==> src/hw/rtl/stc_pkg.sv <==
// Shared types, constants and register codes for the scope trigger capture block.
`default_nettype none

package stc_pkg;

    // Ring and sample geometry
    localparam int DEPTH = 1024;
    localparam int AW    = 10;
    localparam int SW    = 16;
    localparam int PHW   = 22;
    localparam int PW    = 20;
    localparam int LW    = 11;
    localparam int CFG_IW = 3;
    localparam int CFG_DW = 20;

    // Opcodes of an input item
    localparam logic OP_PUSH = 1'b0;
    localparam logic OP_READ = 1'b1;

    // Trigger modes (any other code behaves as fixed threshold)
    localparam logic [1:0] MODE_FREE  = 2'd0;
    localparam logic [1:0] MODE_AUTO  = 2'd1;
    localparam logic [1:0] MODE_FIXED = 2'd2;

    // Register indexes
    localparam logic [CFG_IW-1:0] REG_MODE      = 3'd0;
    localparam logic [CFG_IW-1:0] REG_THRESHOLD = 3'd1;
    localparam logic [CFG_IW-1:0] REG_PERIOD    = 3'd2;
    localparam logic [CFG_IW-1:0] REG_LENGTH    = 3'd3;
    localparam logic [CFG_IW-1:0] REG_PRETRIG   = 3'd4;
    localparam logic [CFG_IW-1:0] REG_LEVELS    = 3'd5;

    // Register reset values
    localparam logic [1:0]           RST_MODE      = MODE_AUTO;
    localparam logic signed [SW-1:0] RST_THRESHOLD = 16'sd16384;
    localparam logic [PW-1:0]        RST_PERIOD    = 20'd4410;
    localparam logic [LW-1:0]        RST_LENGTH    = 11'd128;
    localparam logic [AW-1:0]        RST_PRETRIG   = 10'd0;
    localparam logic [LW-1:0]        RST_LEVELS    = 11'd128;

    // Most negative sample
    localparam logic signed [SW-1:0] SAMPLE_MIN = {1'b1, {(SW-1){1'b0}}};

    typedef enum logic [1:0] {
        EV_CAPTURE_READY = 2'd0,
        EV_NO_TRIGGER    = 2'd1,
        EV_DISPLAY       = 2'd2,
        EV_NOTHING       = 2'd3
    } t_event;

    typedef struct packed {
        logic                 opcode;
        logic signed [SW-1:0] sample;
        logic [AW-1:0]        read_position;
    } t_in_item;

    typedef struct packed {
        t_event        event_code;
        logic [AW-1:0] start_position;
        logic [AW-1:0] display_value;
    } t_out_item;

    typedef struct packed {
        logic [1:0]           mode;
        logic signed [SW-1:0] threshold;
        logic [PW-1:0]        period;
        logic [LW-1:0]        length;
        logic [AW-1:0]        pretrig;
        logic [LW-1:0]        levels;
    } t_cfg;

    // Trigger unit outcome for one push item
    typedef struct packed {
        logic          fire;
        t_event        code;
        logic [AW-1:0] start;
    } t_trig_res;

endpackage

`default_nettype wire

==> src/hw/rtl/stc_display.sv <==
// Map a captured sample to a clamped display level.
`default_nettype none

module stc_display (
    input  wire logic signed [stc_pkg::SW-1:0] i_sample,
    input  wire logic [stc_pkg::LW-1:0]        i_levels,
    output logic [stc_pkg::AW-1:0]             o_level
);
    import stc_pkg::*;

    localparam int PRW = AW + SW;

    logic [LW-1:0]  lv;
    logic [AW-1:0]  lv_m1;
    logic [SW-1:0]  offset;
    logic [PRW:0]   scaled;
    logic [LW-1:0]  level;

    // Saturate levels, scale offset-binary sample and round
    always_comb begin
        if (i_levels == '0) begin
            lv = LW'(1);
        end else if (i_levels > LW'(1024)) begin
            lv = LW'(1024);
        end else begin
            lv = i_levels;
        end
        lv_m1  = AW'(lv - 1'b1);
        offset = {~i_sample[SW-1], i_sample[SW-2:0]};
        scaled = (PRW+1)'(lv_m1) * (PRW+1)'(offset) + (PRW+1)'(1 << (SW-1));
        level  = LW'(scaled[PRW:SW]);
        o_level = (level > LW'(lv_m1)) ? lv_m1 : AW'(level);
    end

endmodule

`default_nettype wire

==> config.mk <==
export PLATFORM = sky130hd
export DESIGN_NAME = stc_display
export DESIGN_NICKNAME = d
export VERILOG_FILES = /design/src/hw/rtl/stc_pkg.sv /design/src/hw/rtl/stc_display.sv
export SDC_FILE = /design/constraint.sdc
export NUM_CORES = 1
export LEC_CHECK = 0
export ABC_AREA = 1
export BUFFER_PORTS_ARGS = -buffer_cell sky130_fd_sc_hd__clkbuf_2
export CAP_MARGIN = 20
export CORE_AREA = 2 2 83 124
export DETAILED_ROUTE_END_ITERATION = 6
export DIE_AREA = 0 0 85 126
export PLACE_DENSITY = 0.87
export RECOVER_POWER = 50
export SYNTH_ARGS = -nofsm -noshare
export SYNTH_HDL_FRONTEND = slang
export SYNTH_SLANG_ARGS = --single-unit
==> constraint.sdc <==
create_clock -name vclk -period 19.4
set_input_delay 3.88 -clock vclk [all_inputs]
set_output_delay 3.88 -clock vclk [all_outputs]
set_load 0.03 [all_outputs]
# == After elaboration in Yosys (flattened, before gate mapping) ==
# Index checks and enable logic that the tools add are counted.
# op_classes
n_addsub,2
mul,1
order_cmp,2
mux,3
bitwise_logic,1
reduce_logical,1
# ops
cell,count
2-to-1 mux 10 bit,3
adder 26 x 16 -> 27 bit (second input constant),1
multiplier 10 x 16 -> 26 bit,1
greater-than comparator 11 x 10 -> 1 bit,1
greater-than comparator 11 bit (second input constant),1
zero test 11 bit,1
subtractor 10 x 1 -> 10 bit (second input constant),1
inverter 1 bit,1
# totals
regBits,0
in_bits,27
output_inout_bits,10
elab_cells,10

# == Depth between registers and ports, before layout ==
# depth
word_depth,8
ltp_mapped,44
mapped_depth_nobuf,43

# == Least setup slack after synthesis ==
# No wires, ideal clock.
# synth_path
path_kind,input -> output
start,in i_levels[0] (netlist bit)
end,out o_level[6] (netlist bit)
arrival_ns,10.715
required_ns,15.520
slack_ns,4.805
path_stages,34
path_buffers,2
cell_sequence,nor2_1 nand2_2 o21ai_4 nand2_4 ha_1 or2_2 nand2_1 inv_1 buf_2 nand2_1 fa_1 fa_1 inv_1 fa_1 inv_1 fa_1 fa_1 inv_1 ha_1 a21o_1 a21boi_0 nor2_1 a2111oi_0 o21ai_0 nand2_1 nand2_1 ha_1 nand4_1 o211ai_1 nand2_1 o211ai_2 buf_6 nand3_1 nand2_1
# synth_via
elab_chain_len,8
elab_cells_between_ends,9
cone_classes,2 x add/sub; 1 x mul; 2 x order compare; 3 x mux; 1 x reduce/logical
# synth_lines
item,line_no,rtl
"start, declared",stc_display.sv:6,"input wire logic [stc_pkg::LW-1:0] i_levels,"
greater-than comparator 11 bit,stc_display.sv:23,end else if (i_levels > LW'(1024)) begin
2-to-1 mux 10 bit,stc_display.sv:23,
2-to-1 mux 10 bit (*),stc_display.sv:21,if (i_levels == '0) begin
subtractor 10 x 1 -> 10 bit (*),stc_display.sv:28,lv_m1 = AW'(lv - 1'b1);
multiplier 10 x 16 -> 26 bit,stc_display.sv:30,scaled = (PRW+1)'(lv_m1) * (PRW+1)'(offset) + (PRW+1)'(1 << (SW-1));
adder 26 x 16 -> 27 bit,stc_display.sv:30,
greater-than comparator 11 x 10 -> 1 bit,stc_display.sv:32,o_level = (level > LW'(lv_m1)) ? lv_m1 : AW'(level);
2-to-1 mux 10 bit (*),stc_display.sv:32,
"end, declared",stc_display.sv:7,output logic [stc_pkg::AW-1:0] o_level
# Mark *: on every way between the ends. The rest lies on a longest branch, timed or not.

# == Worst setup path after layout ==
# layout_path
start,in i_levels[5] (netlist bit)
end,out o_level[5] (netlist bit)
# The elaborated chain is that of the path after synthesis.

==> reports/metrics.cfg <==
[place]
dp_hpwl_microns=14500
io_buffers=37
place.gp.congestion=0.969

[critical_path]
arrival_ps=12810
critPathCaptureType=output pin
crit_top_cell=nand2_1
required_ps=15520
crit_fanout=14
start_kind=primary input
cpPeakStageDelay_ps=600
cpMaxStageDelayCell=o211ai_1
crit_type=primary input to output pin

[drt]
vias=5558
drt_iter0_drc=342
postRouteWirelength_microns=16900
vias_per_cell=5.72
firstDrtPassIters=4
drc=0
ant_nets=0
drt-wirelength-per-cell_microns=17.4

[synthesis]
ys_warn_count=0
syn_area_sq_um=6090
synth_top_area_share_pct=36.5
synth.area.top_cells=fa_1, ha_1, inv_1
syn_inst=833
ys_seq_area_share_pct=0
synth.largest_area_cell=fa_1
ys_types=42
synth_nets=1055
syn_avg_cell_area_sq_um=7.31

[cells_and_area]
area_delta_synth_final_pct=3.86
nets=1080
seq_cells=0
drive_above_1_share_pct=8.18
n_fill_cell=833
multi_input_area_sq_um=5210
antenna_cells=0
clock_buffers=0
seqCellArea_sq_um=0

[timing]
period_minus_slack_ps=16690
rsz0062_at_grt=no
fin_setup_tns_ps=0
hold_violations=0
finalCritPeriodShare_pct=86.0
relSlewSlack_pct=50.9
whs_ps=8400
setup_viol=0
fmax_mhz=59.9
worst_pin_slew_ps=733
finalMaxSlewViolations=0

[hold_path]
whs_path_depth=7
holdPathEnd=o_level[0]
hp-start=i_levels[0]
holdCritPathClass=primary input to output pin

[floorplan]
die_w_microns=85
dieHeight_microns=126
die_area_sq_um=10700
core_area_sq_um=9630
start_util_pct=63.2
rows=44
ioPinCount=37

[global_routing]
grt_max_degree=17
first_global_vias=6054
antenna_found_initial=0
grt_usage_pct=33.0
grt.overflow.total=0
grt_pass1_wl_microns=27800

[status]
status=finished clean

[run]
drv_cap=0

[clock_tree]
cts_resized=0
cts_setup_buffers=0
holdBufCountCts=0

## placed cells by master (no fill, tap or decap), types with 3 or more instances in the layout
cell      count
nor2_4        9
nand2_2       8
clkbuf_2     35
nand4_1       6
nor2_2        3
o21a_1        3
nor2_1       92
fa_1        111
o21bai_1      3
nand2_1     188
inv_2         4
ha_1         84
inv_1       204
nand3_2       4
o211ai_1      3
nand3_1      26
o21ai_0      15
nor3_1        5
a31oi_1       4
a21oi_1      23
## cells in the mapped netlist, drive strengths merged, types with 3 or more instances
cell    count
nor3        6
nor2      104
o21a        3
nand2     197
inv       209
ha         84
nand3      30
o211ai      3
fa        111
a21oi      23
buf        12
nand4       6
o21ai      16
o21bai      3
a31oi       4
## cells by family (layout without fill, tap and decap cells)
family                   Yosys count  after routing  synth area share [%]
AO/OA/AOI/OAI                     62             62                  6.28
XOR/XNOR                           4              4                 0.575
adder cells (fa/ha/maj)          195            195                  53.7
AND/OR/NAND/NOR                  349            349                  25.0
buffers and inverters            223            246                  14.4
## worst max path at each step
stage | start | endpoint | cells after the start
after floorplan | i_levels[0] | o_level[6] | 34
after global placement | i_levels[9] | o_level[5] | 40
after detailed placement | i_levels[9] | o_level[5] | 38
after CTS | i_levels[9] | o_level[5] | 38
after global routing | i_levels[2] | o_level[7] | 42
final | i_levels[5] | o_level[5] | 38
## final cells by class
type | count | share of cell area, %
Inverter | 209 | 12.5
Tap cell | 115 | 2.27
Timing Repair Buffer | 37 | 2.89
Multi-Input combinational cell | 610 | 82.3
## worst max-delay path: cells and delay by family
family,cells,cell delay [ps]
compound gates,7,2030
simple gates,16,2290
fa+ha+maj,7,3220
buf+inv,8,1360
## metrics by stage
| step | util, % | std cells | instance area [sq um] | worst slack [ps] |
|---|---|---|---|---|
| after global routing | 65.7 | 971 | 6330 | 2210 |
| after global placement | 65.8 | 971 | 6340 | 3590 |
| after floorplan | - | 833 | 6090 | 4800 |
| after detailed placement | 65.8 | 971 | 6340 | 3420 |
| final | 65.7 | 971 | 6330 | 2710 |
| after CTS | 65.8 | 971 | 6340 | 3430 |
## routing by layer
| layer | vias up | GRT usage [%] | wire length, microns |
|---|---|---|---|
| li1 | 2549 | - | - |
| met1 | 2657 | 34.5 | 5510 |
| met2 | 248 | 60.3 | 8860 |
| met3 | 104 | 3.67 | 1020 |
| met4 | 0 | 22.1 | 1480 |
| met5 | - | 0 | 0 |
Power is left out: the tool's default activity adds up to more than one toggle a clock period on the data nets, which glitch-free logic cannot reach.
