--- src/hw/rtl/stc_pkg.sv ---
// Shared types, constants and register codes for the scope trigger capture block.
`default_nettype none

package stc_pkg;

    // Ring and sample geometry
    localparam int DEPTH = 1024;
    localparam int AW    = 10;
    localparam int SW    = 16;
    localparam int PHW   = 22;
    localparam int PW    = 20;
    localparam int LW    = 11;
    localparam int CFG_IW = 3;
    localparam int CFG_DW = 20;

    // Opcodes of an input item
    localparam logic OP_PUSH = 1'b0;
    localparam logic OP_READ = 1'b1;

    // Trigger modes (any other code behaves as fixed threshold)
    localparam logic [1:0] MODE_FREE  = 2'd0;
    localparam logic [1:0] MODE_AUTO  = 2'd1;
    localparam logic [1:0] MODE_FIXED = 2'd2;

    // Register indexes
    localparam logic [CFG_IW-1:0] REG_MODE      = 3'd0;
    localparam logic [CFG_IW-1:0] REG_THRESHOLD = 3'd1;
    localparam logic [CFG_IW-1:0] REG_PERIOD    = 3'd2;
    localparam logic [CFG_IW-1:0] REG_LENGTH    = 3'd3;
    localparam logic [CFG_IW-1:0] REG_PRETRIG   = 3'd4;
    localparam logic [CFG_IW-1:0] REG_LEVELS    = 3'd5;

    // Register reset values
    localparam logic [1:0]           RST_MODE      = MODE_AUTO;
    localparam logic signed [SW-1:0] RST_THRESHOLD = 16'sd16384;
    localparam logic [PW-1:0]        RST_PERIOD    = 20'd4410;
    localparam logic [LW-1:0]        RST_LENGTH    = 11'd128;
    localparam logic [AW-1:0]        RST_PRETRIG   = 10'd0;
    localparam logic [LW-1:0]        RST_LEVELS    = 11'd128;

    // Most negative sample
    localparam logic signed [SW-1:0] SAMPLE_MIN = {1'b1, {(SW-1){1'b0}}};

    typedef enum logic [1:0] {
        EV_CAPTURE_READY = 2'd0,
        EV_NO_TRIGGER    = 2'd1,
        EV_DISPLAY       = 2'd2,
        EV_NOTHING       = 2'd3
    } t_event;

    typedef struct packed {
        logic                 opcode;
        logic signed [SW-1:0] sample;
        logic [AW-1:0]        read_position;
    } t_in_item;

    typedef struct packed {
        t_event        event_code;
        logic [AW-1:0] start_position;
        logic [AW-1:0] display_value;
    } t_out_item;

    typedef struct packed {
        logic [1:0]           mode;
        logic signed [SW-1:0] threshold;
        logic [PW-1:0]        period;
        logic [LW-1:0]        length;
        logic [AW-1:0]        pretrig;
        logic [LW-1:0]        levels;
    } t_cfg;

    // Trigger unit outcome for one push item
    typedef struct packed {
        logic          fire;
        t_event        code;
        logic [AW-1:0] start;
    } t_trig_res;

endpackage

`default_nettype wire

--- src/hw/rtl/stc_trigger.sv ---
// Trigger state: phase counter, peak tracking, live threshold and capture window.
`default_nettype none

module stc_trigger (
    input  wire logic                          i_clk,
    input  wire logic                          i_rst_n,
    input  wire logic                          i_push,
    input  wire logic signed [stc_pkg::SW-1:0] i_sample,
    input  wire stc_pkg::t_cfg                 i_cfg,
    input  wire logic                          i_cfg_clear,
    input  wire logic                          i_thr_load,
    input  wire logic signed [stc_pkg::SW-1:0] i_thr_value,
    output logic [stc_pkg::AW-1:0]             o_write_position,
    output logic [stc_pkg::AW-1:0]             o_capture_start,
    output logic                               o_capture_valid,
    output stc_pkg::t_trig_res                 o_res
);
    import stc_pkg::*;

    logic signed [PHW-1:0] r_phase, n_phase;
    logic signed [SW-1:0]  r_peak, n_peak;
    logic signed [SW-1:0]  r_last, n_last;
    logic signed [SW-1:0]  r_thr, n_thr;
    logic [AW-1:0]         r_wp;
    logic [AW-1:0]         r_start, n_start;
    logic                  r_cv, n_cv;

    logic [LW-1:0]         len;
    logic [AW-1:0]         len_m1;
    logic [AW-1:0]         pre;
    logic [PW-1:0]         period_eff;
    logic signed [PHW-1:0] ph_period;
    logic signed [PHW-1:0] ph_len;
    logic signed [SW+2:0]  pk_ext;
    logic signed [SW+2:0]  tq_sum;
    logic signed [SW-1:0]  tq;
    logic signed [SW-1:0]  peak_base;
    logic                  auto_mode;
    logic                  trig;
    t_trig_res             res;

    // Saturate length, pretrigger and period
    always_comb begin
        if (i_cfg.length == '0) begin
            len = LW'(1);
        end else if (i_cfg.length > LW'(DEPTH)) begin
            len = LW'(DEPTH);
        end else begin
            len = i_cfg.length;
        end
        len_m1     = AW'(len - 1'b1);
        pre        = (i_cfg.pretrig > len_m1) ? len_m1 : i_cfg.pretrig;
        period_eff = (i_cfg.period < PW'(len)) ? PW'(len) : i_cfg.period;
        ph_period  = $signed(PHW'(period_eff));
        ph_len     = $signed(PHW'(len));
    end

    // Three quarters of the peak, rounded up
    always_comb begin
        pk_ext = {{3{r_peak[SW-1]}}, r_peak};
        tq_sum = pk_ext + (pk_ext <<< 1) + (SW+3)'(3);
        tq     = tq_sum[SW+1:2];
    end

    assign auto_mode = (i_cfg.mode == MODE_AUTO);
    assign trig      = (r_last <= i_sample) && (i_sample >= r_thr);

    // Next state for one push item
    always_comb begin
        n_phase    = r_phase;
        n_peak     = r_peak;
        n_last     = r_last;
        n_thr      = r_thr;
        n_start    = r_start;
        n_cv       = r_cv;
        peak_base  = r_peak;
        res.fire   = 1'b0;
        res.code   = EV_CAPTURE_READY;
        if (i_cfg.mode == MODE_FREE) begin
            if (r_phase >= ph_period) begin
                n_phase = PHW'(1);
                n_start = r_wp;
                n_peak  = SAMPLE_MIN;
            end else begin
                if (r_phase == ph_len) begin
                    n_cv     = 1'b1;
                    res.fire = 1'b1;
                    res.code = EV_CAPTURE_READY;
                end
                n_phase = r_phase + 1'b1;
            end
        end else begin
            if (r_phase <= $signed(PHW'(0))) begin
                if (trig) begin
                    n_start = r_wp - pre;
                    n_phase = $signed(PHW'(pre) + PHW'(1));
                end else if (r_phase <= -ph_period) begin
                    n_phase   = -PHW'(1);
                    n_cv      = 1'b0;
                    res.fire  = 1'b1;
                    res.code  = EV_NO_TRIGGER;
                    peak_base = SAMPLE_MIN;
                    if (auto_mode) begin
                        n_thr = tq;
                    end
                end else begin
                    n_phase = r_phase - 1'b1;
                end
            end else if (r_phase >= ph_period) begin
                peak_base = SAMPLE_MIN;
                n_phase   = -PHW'(1);
                if (auto_mode) begin
                    n_thr = tq;
                end
            end else begin
                if (r_phase == ph_len) begin
                    n_cv     = 1'b1;
                    res.fire = 1'b1;
                    res.code = EV_CAPTURE_READY;
                end
                n_phase = r_phase + 1'b1;
            end
            n_peak = (i_sample > peak_base) ? i_sample : peak_base;
            n_last = i_sample;
        end
        res.start = n_start;
    end

    // Hold trigger state; a configuration write restarts the run
    always_ff @(posedge i_clk) begin
        if (!i_rst_n) begin
            r_phase <= '0;
            r_peak  <= SAMPLE_MIN;
            r_last  <= '0;
            r_thr   <= RST_THRESHOLD;
            r_wp    <= '0;
            r_start <= '0;
            r_cv    <= 1'b0;
        end else if (i_cfg_clear) begin
            r_phase <= '0;
            r_peak  <= SAMPLE_MIN;
            r_cv    <= 1'b0;
            if (i_thr_load) begin
                r_thr <= i_thr_value;
            end
        end else if (i_push) begin
            r_phase <= n_phase;
            r_peak  <= n_peak;
            r_last  <= n_last;
            r_thr   <= n_thr;
            r_start <= n_start;
            r_cv    <= n_cv;
            r_wp    <= r_wp + 1'b1;
        end
    end

    assign o_write_position = r_wp;
    assign o_capture_start  = r_start;
    assign o_capture_valid  = r_cv;
    assign o_res            = res;

endmodule

`default_nettype wire

--- config.mk ---
export PLATFORM = sky130hd
export DESIGN_NAME = stc_trigger
export DESIGN_NICKNAME = d
export VERILOG_FILES = /design/src/hw/rtl/stc_pkg.sv /design/src/hw/rtl/stc_trigger.sv
export SDC_FILE = /design/constraint.sdc
export NUM_CORES = 1
export LEC_CHECK = 0
export ABC_AREA = 1
export BUFFER_PORTS_ARGS = -buffer_cell sky130_fd_sc_hd__buf_2
export CELL_PAD_IN_SITES_DETAIL_PLACEMENT = 1
export CELL_PAD_IN_SITES_GLOBAL_PLACEMENT = 2
export CORE_MARGIN = 1.5
export CORE_UTILIZATION = 29
export DETAILED_ROUTE_END_ITERATION = 6
export PLACE_DENSITY = 0.77
export SLEW_MARGIN = 40
export SYNTH_ARGS = -nofsm -noshare
export SYNTH_HDL_FRONTEND = slang
export SYNTH_SLANG_ARGS = --single-unit
--- constraint.sdc ---
create_clock -name i_clk -period 7.2 [get_ports i_clk]
set_clock_uncertainty 0.1 [all_clocks]
set_input_delay 1.08 -clock i_clk [delete_from_list [all_inputs] [get_ports i_clk]]
set_output_delay 1.08 -clock i_clk [all_outputs]
set_load 0.05 [all_outputs]
# Word level (Yosys, flattened, before mapping)
# Cells that the tools add are included.
# totals
register_bits,91
in_bits,107
output_inout_bits,34
word_cells,88
# op_classes
n_addsub,9
magnitude_cmp,9
eq_ne,8
mux,42
bitwise_logic,3
n_reduce_logical,10
# ops
operator,n
16-bit 2-to-1 mux,16
22-bit 2-to-1 mux,6
10-bit 2-to-1 mux,5
22-bit by 1-bit adder with 22-bit output (second input constant),1
22-bit by 12-bit == test with 1-bit output,1
22-bit by 21-bit >= comparator with 1-bit output,1
22-bit by 1-bit <= comparator with 1-bit output (second input constant),1
22-bit <= comparator,1
11-bit 2-to-1 mux,2
20-bit negator with 22-bit output,1
22-bit by 1-bit subtractor with 22-bit output (second input constant),1
20-bit by 11-bit less-than comparator with 1-bit output,1
20-bit 2-to-1 mux,1
16-bit by 17-bit adder with 18-bit output,1
18-bit by 3-bit adder with 18-bit output (second input constant),1
3-bit 2-to-1 mux,6
16-bit >= comparator,1
16-bit > comparator,1
16-bit <= comparator,1
10-bit by 1-bit adder with 11-bit output (second input constant),1
11-bit > comparator (second input constant),1
11-bit zero test,1
10-bit by 1-bit adder with 10-bit output (second input constant),1
10-bit > comparator,1
other kinds (17),27

# Logic depth before layout (Yosys ltp)
# depth
ltp_word,14
ltp_mapped,53
ltp_nobuf,51

# Least setup slack after synthesis
# OpenSTA, ideal clock, no wires.
# synth_timing
kind,in2out
start,input i_cfg[22] (netlist bit)
end,output o_res[8] (netlist bit)
t_arrival_ps,6067
required_ps,6020
setup_slack_ps,-47
cell_stages,36
n_path_buf,1
path_cell_list,nor2_1 > nand3_1 > o21ai_4 > inv_1 > nor2_1 > inv_1 > ha_1 > nand2_1 > inv_1 > nand3_1 > nand2_1 > ha_1 > nand2_1 > nor2_1 > o211ai_1 > nand3_1 > nand2_1 > buf_2 > nand2_1 > nand2_1 > inv_1 > ha_1 > inv_1 > fa_1 > nand3_1 > nand3_1 > nand2_1 > nand2_1 > a21oi_1 > nor2_1 > nor2_1 > nor2_1 > nor2_1 > xor2_1 > nor2_1 > o21ai_0
# synth_lines
element,line,text
start: declaration,stc_trigger.sv:9,"input wire stc_pkg::t_cfg i_cfg,"
end: declaration,stc_trigger.sv:16,output stc_pkg::t_trig_res o_res

==> flow_summary.toml <==
[logic_synthesis]
yosysWarnings = 0
synth_ff_type = "dfxtp_1"
synth_area_um2 = 11300
ys_types = 56
synthCells = 1822
synth_edf_count = 0
synth_nets = 2082
synth-async-reset-ratio_pct = 0
ys_ff_latch = 91
avgSynthCellArea_um2 = 6.18
ys_seq_area_share_pct = 16.2

[global_routing]
grt_pass1_wl_mm = 69.3
grt_pass1_vias = 13128
grt_max_degree = 48
grt_overflow = 0
antenna_found_initial = 1
grt_use_total_pct = 22.0

[route]
vias_per_cell = 5.04
first_pass_iters = 5
vias = 12870
wl_mm = 44.7
drtIter0Drc = 510
detail_route.wl_per_cell_um = 17.5
drc = 0
final_antenna_net_count = 0

[power]
p_per_area_nw_per_um2 = 229
power_frac_clock_pct = 16.5
leakage_nw = 7.05
p_sw_share_pct = 52.7
peakVddDrop_v = 0.000135
power.switching_mw = 1.75
power_mw = 3.33
combPwrFrac_pct = 63.8
p_seq_share_pct = 19.7
p_int_mw = 1.57

[placed_design]
port-buffer-count = 112
dpl_cell_area_um2 = 13100
dpl.hpwl_mm = 34.2
globalplace.congestion = 0.873

[timing]
hold_violations = 0
maxSlewViolCount = 0
setup_tns_ps = 0
final-setup-viol-count = 0
max_freq_mhz = 142
slew_headroom_pct = 49.3
fin_crit_sh_pct = 97.6
worst_pin_slew_ps = 760
period_needed_ps = 7030
rsz0062_at_grt = "yes"

[cts]
htreeDepth = 3
clk_path_buf_depth = 2
cts.sink_count = 91
hold_buffers = 0
insertion_delay_ps = 370
cts_inserted_buffers = 9
cts_tree = "built"
cts_root_buf = "clkbuf_16"
clkTransAtPathRegs_ps = 70

[worst_setup_path]
end_kind = "output pin"
path_common_cell = "nand2_1"
cp_top_family = "simple AND/OR/NAND/NOR gates"
worstSetupPathType = "primary input to output pin"
slowest_delay_ps = 340
reg2reg_slack_ps = 2660
cp_num_buf_inv = 9
critPathSlowestCell = "fa_2"
reg2reg_from = "r_thr[15]"
path_max_fanout = 4
rr_worst_depth = 32
worstPathArrival_ps = 5850
critPathLaunchType = "primary input"
cp.required_ps = 6020

[floorplanning]
die_h_um = 200
ios = 141
die_area_um2 = 40000
start_util_pct = 29.3
core_area_um2 = 38500
die_w_um = 200
placementRows = 72

[finish]
mostFrequentLayoutCell = "nand2_1"
num-fill-cells = 5055
drive_above_1_share_pct = 23.0
final_nets = 2291
final_area_um2 = 14500
final_cell_mix = "nand2_1, inv_1, nor2_1"
syn_to_final_growth_pct = 28.7

[worst_hold_path]
holdPathStages = 2
min_path_type = "flop to flop"
holdPathEnd = "o_capture_valid"
hold_path.startpoint = "o_capture_valid"

[outcome]
status = "finished, final reports clean"

[job]
cap_violations = 0
## power groups by stage
| stage | clock (mW) | sequential, mW | combinational (mW) |
|---|---|---|---|
| global placement | 0 | 0.660 | 1.92 |
| detailed placement | 0 | 0.662 | 1.95 |
| global route | 0.586 | 0.661 | 2.36 |
| finish | 0.550 | 0.654 | 2.12 |
| CTS | 0.566 | 0.650 | 1.98 |
| floorplan | 0 | 0.616 | 1.38 |
## routing by layer
| metal | vias to the layer above | wire length (um) | track usage (%) |
|---|---|---|---|
| li1 | 6452 | - | - |
| met1 | 6232 | 20600 | 27.5 |
| met2 | 141 | 22500 | 40.4 |
| met3 | 45 | 845 | 1.70 |
| met4 | 0 | 764 | 5.49 |
| met5 | - | 0 | 0 |
## flip-flops by register name, indices dropped and copies added (netlist names), named ones only
signal            flops
o_capture_valid       1
r_peak               15
r_last               16
r_phase              22
o_write_position     10
r_thr                16
o_capture_start      10
## kinds of logic (layout without fill, tap and decap cells)
kind of cell | after synthesis | in the layout | synth area share, %
simple gates | 873 | 873 | 34.5
fa+ha+maj | 153 | 153 | 17.1
xor+xnor | 66 | 66 | 5.13
buf+inv | 296 | 510 | 10.4
flops | 91 | 91 | 16.2
compound gates | 342 | 342 | 16.7
other cells | 1 | 2 | 0.0333
## worst register-to-register path, delay by kind of cell (launching register included)
| family | cells | cell delay (ps) |
|---|---|---|
| flops | 1 | 340 |
| fa+ha+maj | 2 | 610 |
| compound gates | 3 | 350 |
| simple gates | 20 | 2440 |
| buf+inv | 7 | 640 |
## how the worst max path moves through the flow
stage / from / endpoint / slack [ps] / depth (start not counted)
CTS: i_cfg[27] / o_res[8] / -40 / 39
global route: i_cfg[28] / flop / -130 / 51
detailed placement: i_cfg[22] / r_peak[9] / -400 / 50
floorplan: i_cfg[22] / r_peak[14] / 100 / 47
global placement: i_cfg[22] / r_peak[9] / -280 / 50
finish: i_cfg[28] / o_res[8] / 170 / 38
## cells in the mapped netlist (all sizes together), types with 2 or more instances
cell type  instances  share of area (%)
xor2              56                4.4
o21a               4               0.27
dfxtp             91                 16
clkbuf            39                1.3
inv              233                7.8
a21oi            152                6.8
a31oi             22                1.2
nor3              37                2.2
o221ai             2               0.16
or2                4               0.22
ha               152                 17
xnor2             10               0.78
nand2            435                 15
and2               2               0.11
nor4               5               0.39
a211oi             2               0.13
a221oi             2               0.16
o22ai              5               0.28
nand3            145                6.6
buf               20                1.2
o211ai             6               0.40
nor2             211                7.6
clkinv             4               0.14
o21ai            131                6.2
o31ai              6               0.40
o21bai             4               0.27
nand4             32                1.9
## cell type report
| class | count | area [um^2] | area share [%] |
|---|---|---|---|
| tap | 518 | 648 | 4.47 |
| multi-input combinational | 1435 | 9020 | 62.2 |
| clock buffer | 9 | 225 | 1.55 |
| timing repair inverter | 1 | 8.76 | 0.0604 |
| sequential | 91 | 1820 | 12.6 |
| timing repair buffer | 256 | 1770 | 12.2 |
| antenna | 1 | 2.50 | 0.0173 |
| clock inverter | 7 | 98.8 | 0.682 |
| inverter | 237 | 908 | 6.26 |
## what timing repair did
action | in CTS | in global routing
pin swaps | 2 | 68
endpoints found under the setup margin | 17 | 25
resized for setup | 11 | 158
cloned | 0 | 2
setup buffers | 0 | 34
## through the flow
stage	hold WS, ps	std cells	utilization [%]	worst slack (ps)
after global placement	336	2502	34.0	-279
after global routing	379	2555	37.7	-126
final	351	2555	37.7	174
after CTS	356	2518	34.9	-36.4
after detailed placement	345	2502	34.0	-396
after floorplan	333	1822	-	100
No activity file was read; power rests on OpenSTA's default activity.
